File: config.mk
export PLATFORM = sky130hd
export DESIGN_NAME = binary_image_corner_count
export DESIGN_NICKNAME = d
export VERILOG_FILES = /design/src/hw/rtl/bicc_pkg.sv /design/src/hw/rtl/bicc_line_buf.sv /design/src/hw/rtl/bicc_accum.sv /design/src/hw/rtl/binary_image_corner_count.sv
export SDC_FILE = /design/constraint.sdc
export NUM_CORES = 2
export LEC_CHECK = 0
export ABC_AREA = 1
export BUFFER_PORTS_ARGS = -buffer_cell sky130_fd_sc_hd__buf_4
export CAP_MARGIN = 20
export CORE_MARGIN = 2
export CORE_UTILIZATION = 40
export DETAILED_ROUTE_END_ITERATION = 6
export MAX_ROUTING_LAYER = met4
export PLACE_DENSITY = 0.58
export SLEW_MARGIN = 20
export SYNTH_ARGS = -nofsm -noshare
export SYNTH_HDL_FRONTEND = slang
export SYNTH_SLANG_ARGS = --single-unit
export TNS_END_PERCENT = 1
File: constraint.sdc
create_clock -name clk -period 23.6 [get_ports clk]
set_input_delay 1.18 -clock clk [delete_from_list [all_inputs] [get_ports clk]]
set_output_delay 1.18 -clock clk [all_outputs]
set_load 0.01 [all_outputs]
File: src/hw/rtl/bicc_pkg.sv
// bicc_pkg: shared types and constants for the binary image corner counter
// no dependencies; imported by bicc_accum and binary_image_corner_count
`default_nettype none

package bicc_pkg;

    localparam int CFG_W   = 11;
    localparam int COUNT_W = 22;

    localparam logic [CFG_W-1:0] COLUMNS_RESET = 11'd1024;

    typedef struct packed {
        logic pixel_bit;
        logic last_pixel;
    } pixel_beat_t;

    typedef struct packed {
        logic [COUNT_W-1:0] corner_count;
        logic               last;
    } result_beat_t;

    // window control passed from the scan stage to the accumulate stage
    typedef struct packed {
        logic pixel;
        logic last;
        logic past_first_row;
        logic col_nonzero;
        logic row_wrap;
    } stage_info_t;

endpackage : bicc_pkg

`default_nettype wire

File: src/hw/rtl/bicc_line_buf.sv
// bicc_line_buf: one-bit-wide line buffer with a registered, synchronous read
// forwards a write that hits the address being read in the same cycle
`default_nettype none

module bicc_line_buf #(
    parameter int DEPTH  = 1024,
    parameter int ADDR_W = 10
) (
    input  wire logic              clk,
    input  wire logic              rd_en,
    input  wire logic [ADDR_W-1:0] rd_addr,
    input  wire logic              wr_en,
    input  wire logic [ADDR_W-1:0] wr_addr,
    input  wire logic              wr_data,
    output logic                   rd_data
);

    logic mem [DEPTH];
    logic q_reg;
    logic fwd_reg;
    logic fwd_data_reg;

    always_ff @(posedge clk)
    begin
        if (wr_en)
        begin
            mem[wr_addr] <= wr_data;
        end
    end

    always_ff @(posedge clk)
    begin
        if (rd_en)
        begin
            q_reg        <= mem[rd_addr];
            fwd_reg      <= wr_en && (wr_addr == rd_addr);
            fwd_data_reg <= wr_data;
        end
    end

    assign rd_data = fwd_reg ? fwd_data_reg : q_reg;

endmodule : bicc_line_buf

`default_nettype wire

File: src/hw/rtl/bicc_accum.sv
// bicc_accum: 2x2 window scoring and saturating running total
// depends on bicc_pkg for stage_info_t and the count width
`default_nettype none

module bicc_accum #(
    parameter int MAX_COLUMNS = 1024,
    parameter int MAX_ROWS    = 1024
) (
    input  wire logic                       clk,
    input  wire logic                       rst_n,
    input  wire logic                       en,
    input  wire bicc_pkg::stage_info_t      info,
    input  wire logic                       up_raw,
    output logic                            up_bit,
    output logic [bicc_pkg::COUNT_W-1:0]    count_next
);

    import bicc_pkg::*;

    localparam longint FULL_LIMIT = 4 * longint'(MAX_COLUMNS - 1) * longint'(MAX_ROWS - 1);
    localparam longint CAP        = (longint'(1) << COUNT_W) - 1;
    localparam logic [COUNT_W:0] LIMIT =
        (COUNT_W + 1)'((FULL_LIMIT > CAP) ? CAP : FULL_LIMIT);

    logic               left_reg;
    logic               upper_left_reg;
    logic [COUNT_W-1:0] total_reg;

    logic               left_next;
    logic               upper_left_next;
    logic [COUNT_W-1:0] total_next;
    logic [2:0]         ones;
    logic [2:0]         add;
    logic [COUNT_W:0]   sum;

    always_comb
    begin
        up_bit = info.past_first_row & up_raw;
        ones   = 3'(upper_left_reg) + 3'(up_bit) + 3'(left_reg) + 3'(info.pixel);
        case (ones)
            3'd4:    add = 3'd4;
            3'd3:    add = 3'd1;
            default: add = 3'd0;
        endcase
        sum = {1'b0, total_reg} + (COUNT_W + 1)'(add);
        if (info.past_first_row && info.col_nonzero)
        begin
            count_next = (sum > LIMIT) ? LIMIT[COUNT_W-1:0] : sum[COUNT_W-1:0];
        end
        else
        begin
            count_next = total_reg;
        end

        if (info.last)
        begin
            left_next       = 1'b0;
            upper_left_next = 1'b0;
            total_next      = '0;
        end
        else
        begin
            left_next       = info.row_wrap ? 1'b0 : info.pixel;
            upper_left_next = info.row_wrap ? 1'b0 : up_bit;
            total_next      = count_next;
        end
    end

    always_ff @(posedge clk or negedge rst_n)
    begin
        if (!rst_n)
        begin
            left_reg       <= 1'b0;
            upper_left_reg <= 1'b0;
            total_reg      <= '0;
        end
        else if (en)
        begin
            left_reg       <= left_next;
            upper_left_reg <= upper_left_next;
            total_reg      <= total_next;
        end
    end

endmodule : bicc_accum

`default_nettype wire

File: src/hw/rtl/binary_image_corner_count.sv
// binary_image_corner_count: top level, scan stage, line buffer, accumulator, output register
// depends on bicc_pkg, bicc_line_buf and bicc_accum
//
// usage
// - in channel: one pixel beat per cycle while in_ready is high, in raster order, pixel_bit and last_pixel
// - cfg channel: writes image_columns (pixels per row); always ready, write only when idle
// - out channel: one beat per image, sent on the beat flagged last_pixel, carrying
//   the corner total (saturating) and last = 1
// - throughput: one pixel per cycle unless stalled as below; the line buffer is read in the scan
//   stage and written back by the accumulate stage, a same-address hit is forwarded
// - a last pixel passes the accumulate stage register, then its result is loaded into
//   the output register, which raises out_valid
// - the output register holds one result; pixels keep flowing while it waits, and
//   only a following last pixel stalls in the accumulate stage, dropping in_ready
//   until out_ready takes the pending result
// - reset: image_columns returns to 1024, row position and total clear, no result
//   pending; the line buffer is not cleared, its output is masked on the first row
// - image_columns of 0 acts as 1, above MAX_COLUMNS acts as MAX_COLUMNS
`default_nettype none

module binary_image_corner_count #(
    parameter int MAX_COLUMNS = 1024,
    parameter int MAX_ROWS    = 1024
) (
    input  wire logic                      clk,
    input  wire logic                      rst_n,
    input  wire logic                      in_valid,
    output logic                           in_ready,
    input  wire bicc_pkg::pixel_beat_t     in_data,
    output logic                           out_valid,
    input  wire logic                      out_ready,
    output bicc_pkg::result_beat_t         out_data,
    input  wire logic                      cfg_valid,
    output logic                           cfg_ready,
    input  wire logic [bicc_pkg::CFG_W-1:0] cfg_data
);

    import bicc_pkg::*;

    localparam int CW = (MAX_COLUMNS > 1) ? $clog2(MAX_COLUMNS) : 1;
    localparam int EW = (CW + 1 > CFG_W + 1) ? CW + 1 : CFG_W + 1;
    localparam logic [EW-1:0] MAX_COLS_E = EW'(MAX_COLUMNS);

    logic [CFG_W-1:0] columns_reg;
    logic [CW-1:0]    col_reg;
    logic [CW-1:0]    col_next;
    logic             past_reg;
    logic             past_next;

    logic             s1_valid_reg;
    logic             s1_valid_next;
    stage_info_t      s1_info_reg;
    stage_info_t      s0_info;
    logic [CW-1:0]    s1_addr_reg;

    logic             out_valid_reg;
    logic             out_valid_next;
    result_beat_t     out_data_reg;

    logic [EW-1:0]    cols_eff;
    logic [EW-1:0]    cfg_ext;
    logic [EW-1:0]    col_inc;
    logic             accept;
    logic             s1_stall;
    logic             s1_fire;
    logic             up_raw;
    logic             up_bit;
    logic [COUNT_W-1:0] count_next;

    assign cfg_ready = 1'b1;

    always_ff @(posedge clk or negedge rst_n)
    begin
        if (!rst_n)
        begin
            columns_reg <= COLUMNS_RESET;
        end
        else if (cfg_valid)
        begin
            columns_reg <= cfg_data;
        end
    end

    // handshake
    assign s1_stall = s1_valid_reg && s1_info_reg.last && out_valid_reg && !out_ready;
    assign s1_fire  = s1_valid_reg && !s1_stall;
    assign in_ready = !s1_stall;
    assign accept   = in_valid && in_ready;

    // scan stage
    always_comb
    begin
        cfg_ext = EW'(columns_reg);
        if (cfg_ext == '0)
        begin
            cols_eff = EW'(1);
        end
        else if (cfg_ext > MAX_COLS_E)
        begin
            cols_eff = MAX_COLS_E;
        end
        else
        begin
            cols_eff = cfg_ext;
        end
        col_inc = EW'(col_reg) + EW'(1);

        s0_info.pixel          = in_data.pixel_bit;
        s0_info.last           = in_data.last_pixel;
        s0_info.past_first_row = past_reg;
        s0_info.col_nonzero    = (col_reg != '0);
        s0_info.row_wrap       = (col_inc >= cols_eff);

        if (in_data.last_pixel)
        begin
            col_next  = '0;
            past_next = 1'b0;
        end
        else if (s0_info.row_wrap)
        begin
            col_next  = '0;
            past_next = 1'b1;
        end
        else
        begin
            col_next  = col_inc[CW-1:0];
            past_next = past_reg;
        end
    end

    always_ff @(posedge clk or negedge rst_n)
    begin
        if (!rst_n)
        begin
            col_reg  <= '0;
            past_reg <= 1'b0;
        end
        else if (accept)
        begin
            col_reg  <= col_next;
            past_reg <= past_next;
        end
    end

    // accumulate stage
    always_comb
    begin
        if (accept)
        begin
            s1_valid_next = 1'b1;
        end
        else if (s1_fire)
        begin
            s1_valid_next = 1'b0;
        end
        else
        begin
            s1_valid_next = s1_valid_reg;
        end
    end

    always_ff @(posedge clk or negedge rst_n)
    begin
        if (!rst_n)
        begin
            s1_valid_reg <= 1'b0;
        end
        else
        begin
            s1_valid_reg <= s1_valid_next;
        end
    end

    always_ff @(posedge clk)
    begin
        if (accept)
        begin
            s1_info_reg <= s0_info;
            s1_addr_reg <= col_reg;
        end
    end

    bicc_line_buf #(
        .DEPTH  (MAX_COLUMNS),
        .ADDR_W (CW)
    ) u_line_buf (
        .clk     (clk),
        .rd_en   (accept),
        .rd_addr (col_reg),
        .wr_en   (s1_fire),
        .wr_addr (s1_addr_reg),
        .wr_data (s1_info_reg.pixel),
        .rd_data (up_raw)
    );

    bicc_accum #(
        .MAX_COLUMNS (MAX_COLUMNS),
        .MAX_ROWS    (MAX_ROWS)
    ) u_accum (
        .clk        (clk),
        .rst_n      (rst_n),
        .en         (s1_fire),
        .info       (s1_info_reg),
        .up_raw     (up_raw),
        .up_bit     (up_bit),
        .count_next (count_next)
    );

    // output register
    always_comb
    begin
        if (s1_fire && s1_info_reg.last)
        begin
            out_valid_next = 1'b1;
        end
        else if (out_ready)
        begin
            out_valid_next = 1'b0;
        end
        else
        begin
            out_valid_next = out_valid_reg;
        end
    end

    always_ff @(posedge clk or negedge rst_n)
    begin
        if (!rst_n)
        begin
            out_valid_reg <= 1'b0;
        end
        else
        begin
            out_valid_reg <= out_valid_next;
        end
    end

    always_ff @(posedge clk)
    begin
        if (s1_fire && s1_info_reg.last)
        begin
            out_data_reg.corner_count <= count_next;
            out_data_reg.last         <= 1'b1;
        end
    end

    assign out_valid = out_valid_reg;
    assign out_data  = out_data_reg;

    // checks
    a_last_gives_result: assert property (@(posedge clk) disable iff (!rst_n)
        s1_fire && s1_info_reg.last |=> out_valid_reg)
        else $error("last pixel did not load a result");

    a_last_clears_scan: assert property (@(posedge clk) disable iff (!rst_n)
        accept && in_data.last_pixel |=> (col_reg == '0) && !past_reg)
        else $error("scan state not cleared after last pixel");

    a_stall_blocks_input: assert property (@(posedge clk) disable iff (!rst_n)
        s1_valid_reg && s1_info_reg.last && out_valid_reg && !out_ready |-> !in_ready)
        else $error("input accepted while accumulate stage is stalled");

    a_first_row_no_up: assert property (@(posedge clk) disable iff (!rst_n)
        s1_valid_reg && !s1_info_reg.past_first_row |-> !up_bit)
        else $error("upper pixel used on the first row");

endmodule : binary_image_corner_count

`default_nettype wire
Word-level counts from Yosys, hierarchy flattened
Memories as Yosys holds them, arrays and structs flattened. A register that Yosys moved wholly into a read port is not among the register bits.
Index checks and enable logic that the tools add are counted.

cells by class
  add/subtract/negate cells = 5
  $lt $le $gt $ge = 3
  eq/ne operators = 3
  mux-type cells = 21
  bitwise operators = 1
  reduce and logical (&&, ||, !) cells = 16

operators with widths
  cell                                                                     count
  22-bit 2-to-1 mux                                                        3
  22-bit by 3-bit adder with 23-bit output                                 1
  23-bit by 22-bit > comparator with 1-bit output (second input constant)  1
  10-bit 2-to-1 mux                                                        2
  1-bit 2-to-1 mux                                                         13
  11-bit by 12-bit greater-or-equal comparator with 1-bit output           1
  12-bit 2-to-1 mux                                                        1
  10-bit by 1-bit adder with 11-bit output (second input constant)         1
  11-bit > comparator (second input constant)                              1
  11-bit zero test                                                         1
  11-bit 2-to-1 mux                                                        1
  10-bit == test                                                           1
  10-bit nonzero test                                                      1
  1-bit logical AND                                                        8
  3-bit by 1-bit adder with 3-bit output                                   2
  3-bit case mux with 2 select lines                                       1
  2-bit nonzero test                                                       3
  3-bit by 2-bit == test with 1-bit output (second input constant)         1
  3-bit == test (second input constant)                                    1
  1-bit by 1-bit adder with 2-bit output                                   1
  1-bit zero test                                                          2
  2-bit AND reduction                                                      1
  1-bit AND                                                                1

storage, ports and cells
  register bits = 87
  memory bits (writable) = 1024
  input bits = 18
  output and inout bits = 26
  word-level logic and storage cells = 67
  memories = 1

memories
  name            depth  width  read ports  clocked after memory_dff  write ports  RTL line             source
  u_line_buf.mem  1024   1      1           1                         1            bicc_line_buf.sv:18  logic mem [DEPTH];

Longest topological paths before layout
  depth in word-level cells = 12
  gate-level depth with buffers = 27
  gate-level depth less buffers = 26

Cells and area by module
From an unflattened synthesis, not the netlist that was laid out.

second synthesis, totals
  cells, all modules = 5334
  area total of the unflattened synthesis = 51573.2 µm²

modules (own cells, without submodules)
  module                     times used  cells an instance  area each (µm²)  seq. area each (µm²)
  bicc_line_buf              1           4698               46527.1          30839.6
  binary_image_corner_count  1           267                2742.6           1712.9
  bicc_accum                 1           369                2303.5           600.6

Worst setup path after synthesis
OpenSTA, ideal clock, no wires.

  kind = register to register
  from = register s1_info_reg[4] (netlist bit)
  to = register out_data_reg (netlist bit out_data[14]) (data pin)
  setup time = 0.255 ns
  data arrival time = 16.011 ns
  data required time = 23.345 ns
  slack = 7.334 ns
  cell stages (with the launch flop) = 22
  buffers on the path = 1
  clock period less this slack = 16.266 ns
  path through = edfxtp_1 inv_1 fa_1 inv_1 ha_1 nor3b_1 ha_1 ha_1 nand2_1 nand2_1 nand2_1 inv_2 nand2_1 nor2_1 xor2_1 nand2_1 nor2_1 a21oi_1 nand2_2 buf_4 nand3_1 and2_1

on the way
  word-level cells in the longest chain between the ends = 7
  elaborated cells between the ends (all ways) = 8
  those cells by class = add/sub (2); order compare (1); eq/ne (2); mux (3)

RTL lines
  what                                                                              RTL line                          source
  start: declaration                                                                binary_image_corner_count.sv:52   stage_info_t s1_info_reg;
  start signal: assignment                                                          binary_image_corner_count.sv:178  s1_info_reg <= s0_info;
  3-bit by 1-bit adder with 3-bit output *                                          bicc_accum.sv:39                  ones = 3'(upper_left_reg) + 3'(up_bit) + 3'(left_reg) + 3'(info.pixel);
  3-bit by 2-bit == test with 1-bit output / 3-bit == test (equally long branches)  bicc_accum.sv:40                  case (ones)
  3-bit case mux with 2 select lines *                                              bicc_accum.sv:40
  22-bit by 3-bit adder with 23-bit output *                                        bicc_accum.sv:45                  sum = {1'b0, total_reg} + (COUNT_W + 1)'(add);
  23-bit by 22-bit > comparator with 1-bit output                                   bicc_accum.sv:48                  count_next = (sum > LIMIT) ? LIMIT[COUNT_W-1:0] : sum[COUNT_W-1:0];
  22-bit 2-to-1 mux *                                                               bicc_accum.sv:48
  22-bit 2-to-1 mux *                                                               bicc_accum.sv:46                  if (info.past_first_row && info.col_nonzero)
  via count_next[13]                                                                binary_image_corner_count.sv:68   logic [COUNT_W-1:0] count_next;
  end: declaration                                                                  binary_image_corner_count.sv:58   result_beat_t out_data_reg;

The timed path passes the listed nets; every way through them passes the cells marked *.
A chain may end at the register's enable or synchronous reset.

Worst setup path after layout
  from = input out_ready
  to = memory u_line_buf.mem[755], enable pin

on the way
  word-level cells in the longest chain between the ends = 6

RTL lines
  what                                    RTL line                         source
  start: declaration                      binary_image_corner_count.sv:31  input wire logic out_ready,
  1-bit zero test                         binary_image_corner_count.sv:85  assign s1_stall = s1_valid_reg && s1_info_reg.last && out_valid_reg && !out_ready;
  1-bit logical AND                       binary_image_corner_count.sv:85
  1-bit zero test                         binary_image_corner_count.sv:86  assign s1_fire = s1_valid_reg && !s1_stall;
  1-bit logical AND                       binary_image_corner_count.sv:86
  1-bit 2-to-1 mux                        bicc_line_buf.sv:25              if (wr_en)
  1-bit 2-to-1 mux (implied by the code)  bicc_line_buf.sv:27              mem[wr_addr] <= wr_data;
  end: declaration                        bicc_line_buf.sv:18

No other way between the ends.

==> qor.yml <==
worst_setup_path:
  arrival_ns: 5.28
  regToRegSetupSlack_ns: 18.83
  worstSetupPathType: "input pin to flop"
  critPathMaxFanout: 32
  critPathMostFrequentCell: "nor2_1"
  path_cells: "buf_4, nor2_1, inv_1, nor2_1, nor2_4, inv_1, nor2_1, nand4_1, buf_4, nor2_1"
  cp_slowest_cell: "nand4_1"
  crit_path_start_kind: "input pin"
  cp_data_required_time_ns: 24.01
  slowest_delay_ns: 0.84
  r2r_cells: 8
  setup.worst_path.end_class: "flop"
grt:
  first_global_vias: 36600
  grt.overflow.total: 0
  grt_max_degree: 270
  grt_pass1_wl_um: 230000
  grt_antenna_before_repair: 0
  gr-usage-all-layers_pct: 23.6
sta:
  maxSlewHeadroom_pct: -1.89
  whs_ns: 0.487
  worst_pin_slew_ns: 1.53
  max_freq_mhz: 205
  drv_slew: 35
  clock_skew_ns: 0.0205
  tns_ns: 0
  period_needed_ns: 4.87
  rsz0062_at_grt: "false"
  hold_viol_final: 0
  period_share_pct: 20.6
  setup_viol: 0
clocking:
  postCtsResizedCells: 0
  cts_buffer_depth: 3
  cts.htree.levels: 3
  cts_sinks: 1112
  clk_latency_ns: 0.73
  clk_pin_slew_ns: 0.06
  cts_tree: "done"
  root_buffer: "clkbuf_16"
  cts_made_buffers: 118
  cts_hold_buf: 0
  cts_setup_buffers: 0
yosys:
  synth_top_cell_by_area: "edfxtp_1"
  avgSynthCellArea_um2: 9.35
  synth_top_cells_by_area: "edfxtp_1, nor2_1, nand2_1"
  async_flop_share_pct: 4.32
  synth_edf_count: 1064
  synth-seq-cells: 1112
  seq_area_frac_synth_pct: 63.8
  yosysTopAreaCellShare_pct: 61.5
  synth_top_flop_cell: "edfxtp_1"
  netlist_area_um2: 52000
  yosysWarnings: 0
  yosysUniqueCellTypes: 45
  syn_inst: 5561
placement:
  place.gp.congestion: 0.863
  placed_cell_area_um2: 53600
  dpl.hpwl_um: 77000
  post-place-cells: 7001
  port_buffers: 41
detailed_routing:
  wl_met1_um: 65800
  drt-initial-drc-count: 4448
  detail_route.wl_per_cell_um: 21.3
  drtPass1Iterations: 6
  routed_wl_um: 154000
  met3WireLength_um: 11300
  num_vias: 38800
  via_per_inst: 5.37
  antenna_left: 0
  routed-wl-met2_um: 71700
  drc_errors: 0
  dr.max_layer_used: "met4"
power_and_ir_drop:
  total_power_w: 0.00479
  p_leak_nw: 20.1
  irDropWorstVdd_mv: 0.0567
  power_density_nw_per_um2: 83.6
layout:
  final-instance-count-excl-fill: 7218
  drive_gt1_share_pct: 7.23
  nNetsFinal: 5418
  multi_input_area_um2: 16100
  regArea_um2: 33200
  final_area_um2: 57300
  area_delta_synth_final_pct: 10.3
  n_fill_cell: 12400
  largest_reg_flops: 1024
floorplan:
  coreArea_um2: 129000
  die_area_um2: 133000
  num_rows: 132
  ioPinCount: 44
  start_util_pct: 40.2
  die_h_um: 365
  die_width_um: 365
hold_path:
  holdCritPathClass: "flop to flop"
  hold_path_depth: 0
job:
  maxCapViolations: 0
status:
  status: "finished with violations"
  violations: "max-slew violations"
Yosys cell counts (2+ instances only):
library cell,count
nand2_2,5
o22ai_1,12
nand2_4,2
buf_6,5
o211ai_1,54
a31oi_1,4
and2_1,4
clkinv_1,4
edfxtp_1,1064
o21ai_1,3
nand4_1,22
nor3_1,31
xnor2_1,10
clkbuf_1,281
nand3_2,8
buf_4,15
or2_2,9
nor2_4,3
and3_1,2
nand2_1,1062
mux2_2,8
nand3_1,363
o21ai_0,378
ha_1,18
buf_2,97
inv_1,280
nor3_2,2
inv_2,4
nor4_1,3
nand3b_1,6
nor2_1,1655
dfrtp_1,47
nor2_2,2
a21oi_1,40
xor2_1,17
buf_1,32
critical path: cells and delay by family:
kind	cells	cell delay (ns)
and+or+nand+nor	6	2.59
buffers and inverters	4	1.46
worst paths after layout:
kind / start / endpoint
setup / recovery: out_ready / u_line_buf.mem[755]
hold / removal: past_reg / s1_info_reg[2]
setup reg to reg: s1_info_reg[3] / u_line_buf.mem[755]
hold reg to reg: past_reg / s1_info_reg[2]
max in group asynchronous: rst_n / col_reg[0]
min in group asynchronous: rst_n / u_accum.total_reg[6]
where the power goes:
part	switching [W]	internal (W)	leakage, nW
Combinational	0.000586	0.000214	8.08
Clock	0.000780	0.00101	1.79
Sequential	0.0000214	0.00219	10.2
cells by family (layout without fill, tap and decap cells):
group                    after synthesis  count (layout)  share of synthesized area [%]
buffers and inverters                718             631                           5.60
AND/OR/NAND/NOR                     3182            3182                           24.4
other                                  1               3                        0.00721
XOR/XNOR                              28              28                          0.486
multiplexers                           8               8                          0.173
adder cells (fa/ha/maj)               19              19                          0.472
AO/OA/AOI/OAI                        493             493                           5.06
flip-flops                          1112            1112                           63.8
metrics by stage:
stage                     worst slack (ns)  util [%]
after floorplan                       7.33         -
after global placement               18.08      41.4
after detailed placement             18.04      41.4
after CTS                            18.80      44.3
after global routing                 18.63      44.3
final                                18.73      44.3
area by class of cell:
class | instances | area share, %
Sequential cell | 1112 | 57.9
Multi-Input combinational cell | 3732 | 28.1
Clock buffer | 146 | 5.42
Tap cell | 1742 | 3.80
Inverter | 288 | 1.92
Timing Repair Buffer | 129 | 1.89
Clock inverter | 68 | 0.976
Antenna cell | 1 | 0.00437
layout by cell type (no fill, tap or decap), drive strengths merged, types with 3 or more instances in the layout:
master / instances
nand4: 22
mux2: 8
nor3: 33
or2: 9
o211ai: 54
and2: 4
clkinvlp: 5
o22ai: 12
a21oi: 40
nand3: 372
ha: 18
nand2: 1069
dfrtp: 47
xnor2: 10
clkbuf: 146
a31oi: 4
bufinv: 7
nor4: 3
clkinv: 56
nand3b: 6
o21ai: 381
inv: 288
nor2: 1660
xor2: 18
buf: 129
edfxtp: 1064
metal layers:
metal | vias to the layer above | track usage [%]
met5 | - | -
met4 | 0 | 7.08
met3 | 282 | 3.11
met2 | 1405 | 37.8
met1 | 19200 | 31.5
li1 | 17900 | -
No activity file was read; power rests on OpenSTA's default activity.
